<file path="src/ufc_pkg.sv">
// ----------------------------------------------------------------------------
// ufc_pkg
// Shared widths, codes and store port types for the union-find engine.
// ----------------------------------------------------------------------------
package ufc_pkg;

    localparam int MAX_VERTICES = 64;
    localparam int VTX_W        = $clog2(MAX_VERTICES);
    localparam int CNT_W        = VTX_W + 1;
    localparam int RANK_W       = 3;

    localparam logic [RANK_W-1:0] RANK_MAX     = {RANK_W{1'b1}};
    localparam logic [CNT_W-1:0]  COUNT_RESET  = CNT_W'(MAX_VERTICES);
    localparam logic [CNT_W-1:0]  COUNT_LIMIT  = CNT_W'(MAX_VERTICES);

    localparam logic CMD_EDGE   = 1'b0;
    localparam logic CMD_REPORT = 1'b1;

    typedef logic [VTX_W-1:0]  vtx_t;
    typedef logic [RANK_W-1:0] rank_t;

    // registered read result, already resolved against the valid bits
    typedef struct packed {
        vtx_t  parent;
        rank_t rank;
    } store_rd_t;

    typedef struct packed {
        logic  p_en;
        vtx_t  p_addr;
        vtx_t  p_data;
        logic  r_en;
        vtx_t  r_addr;
        rank_t r_data;
    } store_wr_t;

endpackage

</file>
<file path="src/union_find_components_top.sv">
// ----------------------------------------------------------------------------
// union_find_components_top
// Disjoint-set engine with path compression and union by rank.
// ----------------------------------------------------------------------------
// One item is handled at a time; s_tready is high only while the engine is
// idle. The time an edge item takes grows with da and db, the link depths of
// its two endpoints (each at most six with rank-balanced trees), and the
// rank reads are skipped when both endpoints already share a root: every parent
// lookup, compression write and rank read goes through the single registered
// read port of the link store, one access per cycle.
// An edge with an endpoint at or beyond vertex_count is dropped.
// A report item scans the first vertex_count entries (at most 64) at one per
// cycle unless m_tready holds the scan back, and ends with a one-cycle clear of
// the whole store; any roots found leave as one packet closed by m_tlast.
// ----------------------------------------------------------------------------
module union_find_components_top (
    input  logic        aclk,
    input  logic        aresetn,
    // configuration: vertex_count
    input  logic        cfg_valid,
    output logic        cfg_ready,
    input  logic [6:0]  cfg_data,
    // input items
    input  logic        s_tvalid,
    output logic        s_tready,
    input  logic [15:0] s_tdata,    // [5:0] src_vertex, [11:6] dst_vertex
    input  logic [0:0]  s_tuser,    // [0] command
    // result items
    output logic        m_tvalid,
    input  logic        m_tready,
    output logic [7:0]  m_tdata,    // [5:0] root_vertex
    output logic        m_tlast     // last_root
);
    import ufc_pkg::*;

    localparam logic [2:0] S_IDLE  = 3'd0;
    localparam logic [2:0] S_FIND  = 3'd1;
    localparam logic [2:0] S_COMP  = 3'd2;
    localparam logic [2:0] S_RANKA = 3'd3;
    localparam logic [2:0] S_RANKB = 3'd4;
    localparam logic [2:0] S_SCAN  = 3'd5;
    localparam logic [2:0] S_FLUSH = 3'd6;

    logic [2:0]       state_reg, state_next;
    logic             phase_reg, phase_next;
    vtx_t             cur_reg, cur_next;
    vtx_t             start_reg, start_next;
    vtx_t             root_reg, root_next;
    vtx_t             dst_reg, dst_next;
    vtx_t             ra_reg, ra_next;
    vtx_t             rb_reg, rb_next;
    rank_t            rank_a_reg, rank_a_next;
    vtx_t             pend_reg, pend_next;
    logic             pend_valid_reg, pend_valid_next;
    logic [CNT_W-1:0] count_reg;

    logic             m_valid_reg, m_valid_next;
    vtx_t             m_root_reg;
    logic             m_last_reg;

    vtx_t             rd_addr;
    store_rd_t        rd;
    store_wr_t        wr;
    logic             clear;

    logic             emit;
    logic             emit_last;
    logic             walk_end;
    vtx_t             walk_root;
    logic             out_free;
    logic             is_root;
    logic [CNT_W-1:0] n_active;
    logic [CNT_W-1:0] n_last;
    vtx_t             in_src;
    vtx_t             in_dst;

    ufc_store u_store (
        .aclk    (aclk),
        .aresetn (aresetn),
        .clear   (clear),
        .rd_addr (rd_addr),
        .rd_data (rd),
        .wr      (wr)
    );

    assign in_src    = s_tdata[VTX_W-1:0];
    assign in_dst    = s_tdata[2*VTX_W-1:VTX_W];
    assign n_active  = (count_reg > COUNT_LIMIT) ? COUNT_LIMIT : count_reg;
    assign n_last    = n_active - CNT_W'(1);
    assign out_free  = !m_valid_reg || m_tready;
    assign is_root   = (rd.parent == cur_reg);
    assign s_tready  = (state_reg == S_IDLE);
    assign cfg_ready = 1'b1;

    always_comb begin
        state_next      = state_reg;
        phase_next      = phase_reg;
        cur_next        = cur_reg;
        start_next      = start_reg;
        root_next       = root_reg;
        dst_next        = dst_reg;
        ra_next         = ra_reg;
        rb_next         = rb_reg;
        rank_a_next     = rank_a_reg;
        pend_next       = pend_reg;
        pend_valid_next = pend_valid_reg;
        rd_addr         = cur_reg;
        wr              = '0;
        clear           = 1'b0;
        emit            = 1'b0;
        emit_last       = 1'b0;
        walk_end        = 1'b0;
        walk_root       = root_reg;

        case (state_reg)
            S_IDLE: begin
                if (s_tvalid) begin
                    if (s_tuser[0] == CMD_REPORT) begin
                        pend_valid_next = 1'b0;
                        cur_next        = '0;
                        rd_addr         = '0;
                        state_next      = (n_active == '0) ? S_FLUSH : S_SCAN;
                    end else if ({1'b0, in_src} < n_active && {1'b0, in_dst} < n_active) begin
                        phase_next = 1'b0;
                        cur_next   = in_src;
                        start_next = in_src;
                        dst_next   = in_dst;
                        rd_addr    = in_src;
                        state_next = S_FIND;
                    end
                end
            end
            S_FIND: begin
                if (is_root) begin
                    root_next = cur_reg;
                    if (start_reg == cur_reg) begin
                        walk_end  = 1'b1;
                        walk_root = cur_reg;
                    end else begin
                        cur_next   = start_reg;
                        rd_addr    = start_reg;
                        state_next = S_COMP;
                    end
                end else begin
                    cur_next = rd.parent;
                    rd_addr  = rd.parent;
                end
            end
            S_COMP: begin
                // point this vertex straight at the root, then follow its old link
                wr.p_en   = 1'b1;
                wr.p_addr = cur_reg;
                wr.p_data = root_reg;
                if (rd.parent == root_reg) begin
                    walk_end  = 1'b1;
                    walk_root = root_reg;
                end else begin
                    cur_next = rd.parent;
                    rd_addr  = rd.parent;
                end
            end
            S_RANKA: begin
                rank_a_next = rd.rank;
                rd_addr     = rb_reg;
                state_next  = S_RANKB;
            end
            S_RANKB: begin
                if (rank_a_reg < rd.rank) begin
                    wr.p_en   = 1'b1;
                    wr.p_addr = ra_reg;
                    wr.p_data = rb_reg;
                end else begin
                    wr.p_en   = 1'b1;
                    wr.p_addr = rb_reg;
                    wr.p_data = ra_reg;
                    if (rank_a_reg == rd.rank && rank_a_reg != RANK_MAX) begin
                        wr.r_en   = 1'b1;
                        wr.r_addr = ra_reg;
                        wr.r_data = rank_a_reg + rank_t'(1);
                    end
                end
                state_next = S_IDLE;
            end
            S_SCAN: begin
                // a root held back waits for the next one to know it is not last
                if (!(is_root && pend_valid_reg && !out_free)) begin
                    if (is_root) begin
                        emit            = pend_valid_reg;
                        pend_next       = cur_reg;
                        pend_valid_next = 1'b1;
                    end
                    if ({1'b0, cur_reg} == n_last) begin
                        state_next = S_FLUSH;
                    end else begin
                        cur_next = cur_reg + vtx_t'(1);
                        rd_addr  = cur_reg + vtx_t'(1);
                    end
                end
            end
            S_FLUSH: begin
                if (!pend_valid_reg) begin
                    clear      = 1'b1;
                    state_next = S_IDLE;
                end else if (out_free) begin
                    emit            = 1'b1;
                    emit_last       = 1'b1;
                    pend_valid_next = 1'b0;
                    clear           = 1'b1;
                    state_next      = S_IDLE;
                end
            end
            default: begin
                state_next = S_IDLE;
            end
        endcase

        if (walk_end) begin
            if (!phase_reg) begin
                ra_next    = walk_root;
                phase_next = 1'b1;
                cur_next   = dst_reg;
                start_next = dst_reg;
                rd_addr    = dst_reg;
                state_next = S_FIND;
            end else if (walk_root == ra_reg) begin
                state_next = S_IDLE;
            end else begin
                rb_next    = walk_root;
                rd_addr    = ra_reg;
                state_next = S_RANKA;
            end
        end
    end

    assign m_valid_next = emit ? 1'b1 : (m_tready ? 1'b0 : m_valid_reg);

    always_ff @(posedge aclk) begin
        if (!aresetn) begin
            state_reg      <= S_IDLE;
            pend_valid_reg <= 1'b0;
            m_valid_reg    <= 1'b0;
            count_reg      <= COUNT_RESET;
        end else begin
            state_reg      <= state_next;
            pend_valid_reg <= pend_valid_next;
            m_valid_reg    <= m_valid_next;
            if (cfg_valid && cfg_ready) begin
                count_reg <= cfg_data;
            end
        end
    end

    always_ff @(posedge aclk) begin
        phase_reg  <= phase_next;
        cur_reg    <= cur_next;
        start_reg  <= start_next;
        root_reg   <= root_next;
        dst_reg    <= dst_next;
        ra_reg     <= ra_next;
        rb_reg     <= rb_next;
        rank_a_reg <= rank_a_next;
        pend_reg   <= pend_next;
        if (emit) begin
            m_root_reg <= pend_reg;
            m_last_reg <= emit_last;
        end
    end

    assign m_tvalid = m_valid_reg;
    assign m_tdata  = {{(8 - VTX_W){1'b0}}, m_root_reg};
    assign m_tlast  = m_last_reg;

endmodule

</file>
<file path="src/ufc_store.sv">
// ----------------------------------------------------------------------------
// ufc_store
// Parent link and rank memories with one registered read port, one write
// port each, and per-entry valid bits that give identity parents and zero
// ranks after reset or a flash clear.
// ----------------------------------------------------------------------------
module ufc_store (
    input  logic                aclk,
    input  logic                aresetn,
    input  logic                clear,
    input  ufc_pkg::vtx_t       rd_addr,
    output ufc_pkg::store_rd_t  rd_data,
    input  ufc_pkg::store_wr_t  wr
);
    import ufc_pkg::*;

    vtx_t                    parent_mem_reg [MAX_VERTICES];
    rank_t                   rank_mem_reg   [MAX_VERTICES];
    logic [MAX_VERTICES-1:0] pvalid_reg;
    logic [MAX_VERTICES-1:0] rvalid_reg;

    vtx_t  rd_addr_reg;
    vtx_t  rd_par_reg;
    rank_t rd_rank_reg;
    logic  rd_pv_reg;
    logic  rd_rv_reg;

    always_ff @(posedge aclk) begin
        if (wr.p_en) begin
            parent_mem_reg[wr.p_addr] <= wr.p_data;
        end
        if (wr.r_en) begin
            rank_mem_reg[wr.r_addr] <= wr.r_data;
        end
        rd_par_reg  <= parent_mem_reg[rd_addr];
        rd_rank_reg <= rank_mem_reg[rd_addr];
        rd_addr_reg <= rd_addr;
    end

    always_ff @(posedge aclk) begin
        if (!aresetn) begin
            pvalid_reg <= '0;
            rvalid_reg <= '0;
            rd_pv_reg  <= 1'b0;
            rd_rv_reg  <= 1'b0;
        end else begin
            rd_pv_reg <= pvalid_reg[rd_addr];
            rd_rv_reg <= rvalid_reg[rd_addr];
            if (clear) begin
                pvalid_reg <= '0;
                rvalid_reg <= '0;
            end else begin
                if (wr.p_en) begin
                    pvalid_reg[wr.p_addr] <= 1'b1;
                end
                if (wr.r_en) begin
                    rvalid_reg[wr.r_addr] <= 1'b1;
                end
            end
        end
    end

    // an entry never written reads as its own index with rank zero
    assign rd_data.parent = rd_pv_reg ? rd_par_reg : rd_addr_reg;
    assign rd_data.rank   = rd_rv_reg ? rd_rank_reg : '0;

endmodule

</file>
<file path="config.mk">
export PLATFORM = sky130hd
export DESIGN_NAME = union_find_components_top
export DESIGN_NICKNAME = d
export VERILOG_FILES = /design/src/ufc_pkg.sv /design/src/union_find_components_top.sv /design/src/ufc_store.sv
export SDC_FILE = /design/constraint.sdc
export NUM_CORES = 1
export LEC_CHECK = 0
export ABC_AREA = 1
export BUFFER_PORTS_ARGS = -buffer_cell sky130_fd_sc_hd__buf_2
export CAP_MARGIN = 30
export CORE_MARGIN = 2
export CORE_UTILIZATION = 50
export DETAILED_ROUTE_END_ITERATION = 16
export PLACE_DENSITY = 0.68
export SETUP_SLACK_MARGIN = 0.4
export SLEW_MARGIN = 20
export SYNTH_ARGS = -nofsm -noshare
export SYNTH_HDL_FRONTEND = slang
export SYNTH_HIERARCHICAL = 1
export SYNTH_SLANG_ARGS = --single-unit
</file>
<file path="constraint.sdc">
create_clock -name aclk -period 6.72 [get_ports aclk]
set_input_delay 0 -clock aclk [delete_from_list [all_inputs] [get_ports aclk]]
set_output_delay 0 -clock aclk [all_outputs]
set_load 0.005 [all_outputs]
</file>
Word level (Yosys, flattened, before mapping)
Memories as Yosys holds them, arrays and structs flattened. A register that Yosys moved wholly into a read port is not among the register bits.
Cells that the tools add are included.
{"block": "totals", "output_inout_bits": 12, "input_bits": 29, "n_memories": 2, "ramBits": 576, "reg_bits": 201, "wordCells": 171}
{"block": "classes", "n_addsub": 3, "eq_ne": 25, "mux": 84, "n_bitwise": 7, "n_reduce_logical": 21, "n_lt_le_gt_ge": 9}
{"memory": "u_store.parent_mem_reg", "depth": 64, "width": 6, "read_ports": 1, "rd_ports_with_merged_regs": 1, "wr": 1, "line_no": "ufc_store.sv:17", "rtl": "vtx_t parent_mem_reg [MAX_VERTICES];"}
{"memory": "u_store.rank_mem_reg", "depth": 64, "width": 3, "read_ports": 1, "rd_ports_with_merged_regs": 1, "wr": 1, "line_no": "ufc_store.sv:18", "rtl": "rank_t rank_mem_reg [MAX_VERTICES];"}
{"cell": "$mux 6", "count": 23}
{"cell": "$or 64x64->64", "count": 2}
{"cell": "$mux 3", "count": 11}
{"cell": "$mux 1", "count": 31}
{"cell": "$mux 10", "count": 3}
{"cell": "$pmux 6 s5", "count": 1}
{"cell": "$pmux 13 s2", "count": 1}
{"cell": "$eq 6x6->1", "count": 4}
{"cell": "$pmux 6 s4", "count": 1}
{"cell": "$lt 6x7->1 const B", "count": 3}
{"cell": "$pmux 3 s6", "count": 1}
{"cell": "$ne 3x3->1 const B", "count": 5}
{"cell": "$lt 6x7->1", "count": 2}
{"cell": "$bmux 1 s6", "count": 2}
{"cell": "$demux 1 s6", "count": 2}
{"cell": "$ge 6x1->1 const B", "count": 2}
{"cell": "$mux 12", "count": 1}
{"cell": "$eq 3x3->1 const B", "count": 3}
{"cell": "$ne 2x2->1 const B", "count": 4}
{"cell": "$reduce_and 8->1", "count": 1}
{"cell": "$eq 6x7->1", "count": 1}
{"cell": "$gt 7x7->1 const B", "count": 1}
{"cell": "$logic_not 7->1", "count": 1}
{"cell": "$mux 7", "count": 1}
{"cell": "26 further kinds", "count": 42}

Longest topological paths before layout
{"block": "depth", "depth_word": 13, "ltp_mapped": 31, "depth_no_buf": 27}

Hierarchy
Netlist, hierarchy kept.
{"module": "ufc_store", "cells_each": 2835, "area_each_um2": 29310.6, "instances": 1}
{"module": "union_find_components_top", "cells_each": 689, "area_each_um2": 4797.1, "instances": 1}

Worst setup path before layout
No wires, ideal clock.
{"block": "synth_path", "path_type": "register to register", "start": "register u_store.rd_rv_reg", "end": "memory u_store/parent_mem_reg[0][2] in the netlist's numbering (data pin)", "path_stages_with_launch": 11, "t_arrival_ns": 3.198, "slack_ns": 2.970, "required_ns": 6.167, "cell_sequence": "dfxtp_1 -> nand2_1 -> inv_1 -> inv_1 -> ha_1 -> a21oi_1 -> nand2_1 -> inv_1 -> clkbuf_1 -> nor2_1 -> o22ai_1"}
{"item": "start, declared", "line_no": "ufc_store.sv:26", "rtl": "logic rd_rv_reg;"}
{"item": "start signal, assigned", "line_no": "ufc_store.sv:48", "rtl": "rd_rv_reg <= rvalid_reg[rd_addr];"}
{"item": "end, declared", "line_no": "ufc_store.sv:17"}

Worst setup path after layout
{"block": "layout_path", "start": "register cur_reg[2]", "end": "register u_store.rd_rv_reg"}
{"block": "layout_via", "elab_chain_len": 10}
{"item": "start, declared", "line_no": "union_find_components_top.sv:46", "rtl": "vtx_t cur_reg, cur_next;"}
{"item": "start signal, assigned", "line_no": "union_find_components_top.sv:255", "rtl": "cur_reg <= cur_next;"}
{"item": "branches (longest 7 deep; another with $add 6x1->6)"}
{"item": "$mux 6 *", "line_no": "union_find_components_top.sv:217", "rtl": "if (walk_end) begin"}
{"item": "via rd_addr[2]", "line_no": "union_find_components_top.sv:61", "rtl": "vtx_t rd_addr;"}
{"item": "$bmux 1 s6 *", "line_no": "ufc_store.sv:48"}
{"item": "$mux 1 (not written as such) *", "line_no": "ufc_store.sv:48"}
Mark *: on every way through the listed nets, which the timed path passes. The select of a mux whose other input is x is not followed.
A chain may end at the register's enable or synchronous reset.

==> flow_summary.ini <==
[detailed_routing]
drt_pass1_iterations = 6
wl_per_cell_microns = 19.29
vias_per_cell = 5.620
drt.antenna.violating_nets = 0
drt_iter0_drc = 2755
wl_mm = 86.24
remaining_drc_errors = 0
via_count = 25125

[floorplanning]
fp-row-count = 95
die_w_microns = 265.2
dieArea_sq_mm = 0.07032
die-height_microns = 265.2
core_area_sq_mm = 0.06740
ios = 41
initial_core_util = 0.5061

[cells_and_area]
layout-drive-gt1-share = 0.07117
syn_to_final_growth_pct = 11.04
largest_reg_flops = 384
design_area_sq_mm = 0.03787
finalNetCount = 3576

[clock_tree]
clk-insertion-delay-late_ns = 0.63
ctsResizeCount = 0
clkTransAtPathRegs_ns = 0.06
clkSinkCount = 786
cts_tree = built
cts-root-buf = clkbuf_16
htreeDepth = 3
cts_buffers = 81
clock_path_buffers = 3

[yosys]
seq_area_frac_synth = 0.6421
synth_top_area_share = 0.5423
ys.flop_type = edfxtp_1
yosys-top-cells-area = edfxtp_1 54%, dfxtp_1 10%, nand2_1 9.9%
synth_edf_count = 616
synth_area_sq_mm = 0.03411
synthCells = 3524
ys_seq_elements = 786
synth_warnings = 6
syn_area_per_cell_sq_um = 9.679
synth-async-reset-ratio = 0
synth_cell_types = 45
netlist.top_cell.by_area = edfxtp_1

[setup_path]
required_ns = 7.28
path_class = reg -> reg
reg2reg_slack_ns = 1.31
worst_r2r_path_depth = 21
cp.arrival_ns = 5.97
worstReg2RegEnd = u_store/rd_rv_reg$_SDFF_PN0_
r2r-start = cur_reg[2]$_DFF_P_
cp-start-kind = flip-flop
cp-end-kind = flip-flop
path_max_fanout = 38

[grt]
gr-total-overflow = 0
grt_first_pass_wirelength_mm = 133.4
grt_pass1_vias = 23517
grt_max_degree = 194
antenna_found_initial = 0
grt_usage = 0.2442

[sta]
fmax_mhz = 184.7
relSlewSlack = 0.1959
tightest_slew_ns = 1.206
rsz0062_at_grt = false
slew_violations = 0
skew_ns = 0.02074
setup_ws_ns = 1.306
period_minus_slack_ns = 5.414
setup_tns_ns = 0
timing.final.crit_share = 0.8057
finalHoldViolations = 0
setup-violations-final = 0

[min_path]
hp-start = s_tdata[8]
hold_end = dst_reg[2]$_DFFE_PP_
worstHoldPathType = in -> reg
min_path_cells = 2

[status]
status = finished, final reports clean

[place]
place_area_sq_mm = 0.03486
dp_slack_ns = 1.436
dp_hpwl_mm = 49.73
portBuffers = 33
globalplace.congestion = 0.8969

[power_and_ir_drop]
pwr_density_cell_mw_per_mm2 = 483.1
vdd.ir_drop.worst_mv = 0.4580
p_leak_nw = 14.02

[job]
cap_violations = 0
==> cell usage in the layout (no fill, tap or decap), types with 16 or more instances in the layout <==
master / Yosys / routed
a21oi_1: 79 / 79
buf_2: 80 / 33
buf_4: 26 / 29
clkbuf_1: 47 / 26
clkbuf_16: 0 / 82
clkinv_1: 10 / 16
dfxtp_1: 170 / 170
dlygate4sd3_1: 0 / 40
edfxtp_1: 616 / 616
ha_1: 17 / 17
inv_1: 158 / 158
nand2_1: 899 / 895
nand3_1: 524 / 524
nand4_1: 22 / 22
nor2_1: 550 / 547
nor3_1: 23 / 23
o21ai_0: 134 / 134
o22ai_1: 40 / 34
==> cell usage after synthesis, types with 2 or more instances <==
| library cell | instances |
|---|---|
| edfxtp_1 | 616 |
| dfxtp_1 | 170 |
| buf_1 | 19 |
| nand2_2 | 5 |
| buf_4 | 26 |
| nor3_1 | 23 |
| o21ai_0 | 134 |
| clkbuf_1 | 47 |
| o21ai_1 | 11 |
| or2_2 | 2 |
| inv_1 | 158 |
| nand4_1 | 22 |
| ha_1 | 17 |
| nor2_2 | 8 |
| nand3_2 | 5 |
| conb_1 | 2 |
| a21oi_1 | 79 |
| nor2_4 | 3 |
| a31o_1 | 4 |
| nor2_1 | 550 |
| nand3_1 | 524 |
| o22ai_1 | 40 |
| nand2_4 | 3 |
| xor2_1 | 9 |
| inv_2 | 15 |
| buf_6 | 16 |
| nand2_1 | 899 |
| buf_2 | 80 |
| a31oi_1 | 7 |
| clkinv_1 | 10 |
| mux2_2 | 6 |
==> worst max-delay path by stage <==
stage	start	to	slack, ns
floorplan	u_store/rd_rv_reg$_SDFF_PN0_	u_store/parent_mem_reg[0][2]$_DFFE_PP_	2.97
global placement	cur_reg[5]$_DFF_P_	u_store/rd_rv_reg$_SDFF_PN0_	1.47
detailed placement	cur_reg[2]$_DFF_P_	u_store/rd_rv_reg$_SDFF_PN0_	1.44
CTS	cur_reg[2]$_DFF_P_	u_store/rd_rv_reg$_SDFF_PN0_	1.41
global route	cur_reg[2]$_DFF_P_	u_store/rd_rv_reg$_SDFF_PN0_	1.0
finish	cur_reg[2]$_DFF_P_	u_store/rd_rv_reg$_SDFF_PN0_	1.31
==> worst max-delay path, stage by stage, from the launching register on <==
cell	delay, ns
dfxtp_1	0.72
inv_2	0.27
nand2_1	0.11
nand2_1	0.05
nor2_1	0.15
inv_1	0.12
nor2_8	0.29
nand2_4	0.17
o21ai_4	0.22
inv_4	0.07
nor2_4	0.41
inv_2	0.32
nand4_1	0.24
nand2_4	0.29
clkinv_2	0.61
buf_4	0.53
nand3_1	0.16
nand2_1	0.11
nand2_1	0.06
nand3_1	0.14
nand3_1	0.09
a21oi_1	0.15
==> cell type report <==
class | instances | area (sq um)
clock inverter | 32 | 314.1
tap | 873 | 1092
inverter | 185 | 708.2
timing repair buffer | 111 | 970.9
multi-input combinational | 2365 | 10600
antenna | 1 | 2.502
fill | 5709 | 29520
sequential | 786 | 21900
clock buffer | 118 | 2287
==> timing repair <==
item	4_1_cts	5_1_grt
hold buffers	40	0
buffers inserted	0	0
hold endpoints to repair	38	0
setup endpoints to repair	0	0
==> power breakdown <==
part	internal [mW]	leakage (nW)	total [mW]	switching (mW)
clock network	2.54	1.28	4.38	1.85
logic	2.24	5.95	8.15	5.92
registers	5.63	6.79	5.76	0.127
==> layer usage <==
layer,vias to the layer above,global-route usage,share of wire
met3,180,0.03351,0.076
met4,0,0.09818,0.033
met1,11980,0.3370,0.42
met2,1041,0.3931,0.47
li1,11924,-,-
met5,-,0,0
==> cells by family after synthesis <==
| family | after synthesis | share of synthesized area |
|---|---|---|
| simple gates | 2048 | 0.2516 |
| xor+xnor | 9 | 0.002311 |
| other cells | 2 | 0.0002202 |
| fa+ha+maj | 17 | 0.006236 |
| buf+inv | 374 | 0.05117 |
| flops | 786 | 0.6421 |
| compound gates | 282 | 0.04439 |
| mux | 6 | 0.001981 |
==> through the flow <==
stage / hold slack [ns] / util / cells / power, mW
2_1_floorplan: 0.09887 / - / 3525 / 11.61
3_3_place_gp: 0.2172 / 0.5169 / 4278 / 13.81
3_5_place_dp: 0.2185 / 0.5173 / 4279 / 13.89
4_1_cts: 0.09024 / 0.5618 / 4469 / 18.29
5_1_grt: 0.1211 / 0.5619 / 4470 / 19.38
6_report: 0.1333 / 0.5620 / 4471 / 18.30
No activity file was read; power rests on OpenSTA's default activity.
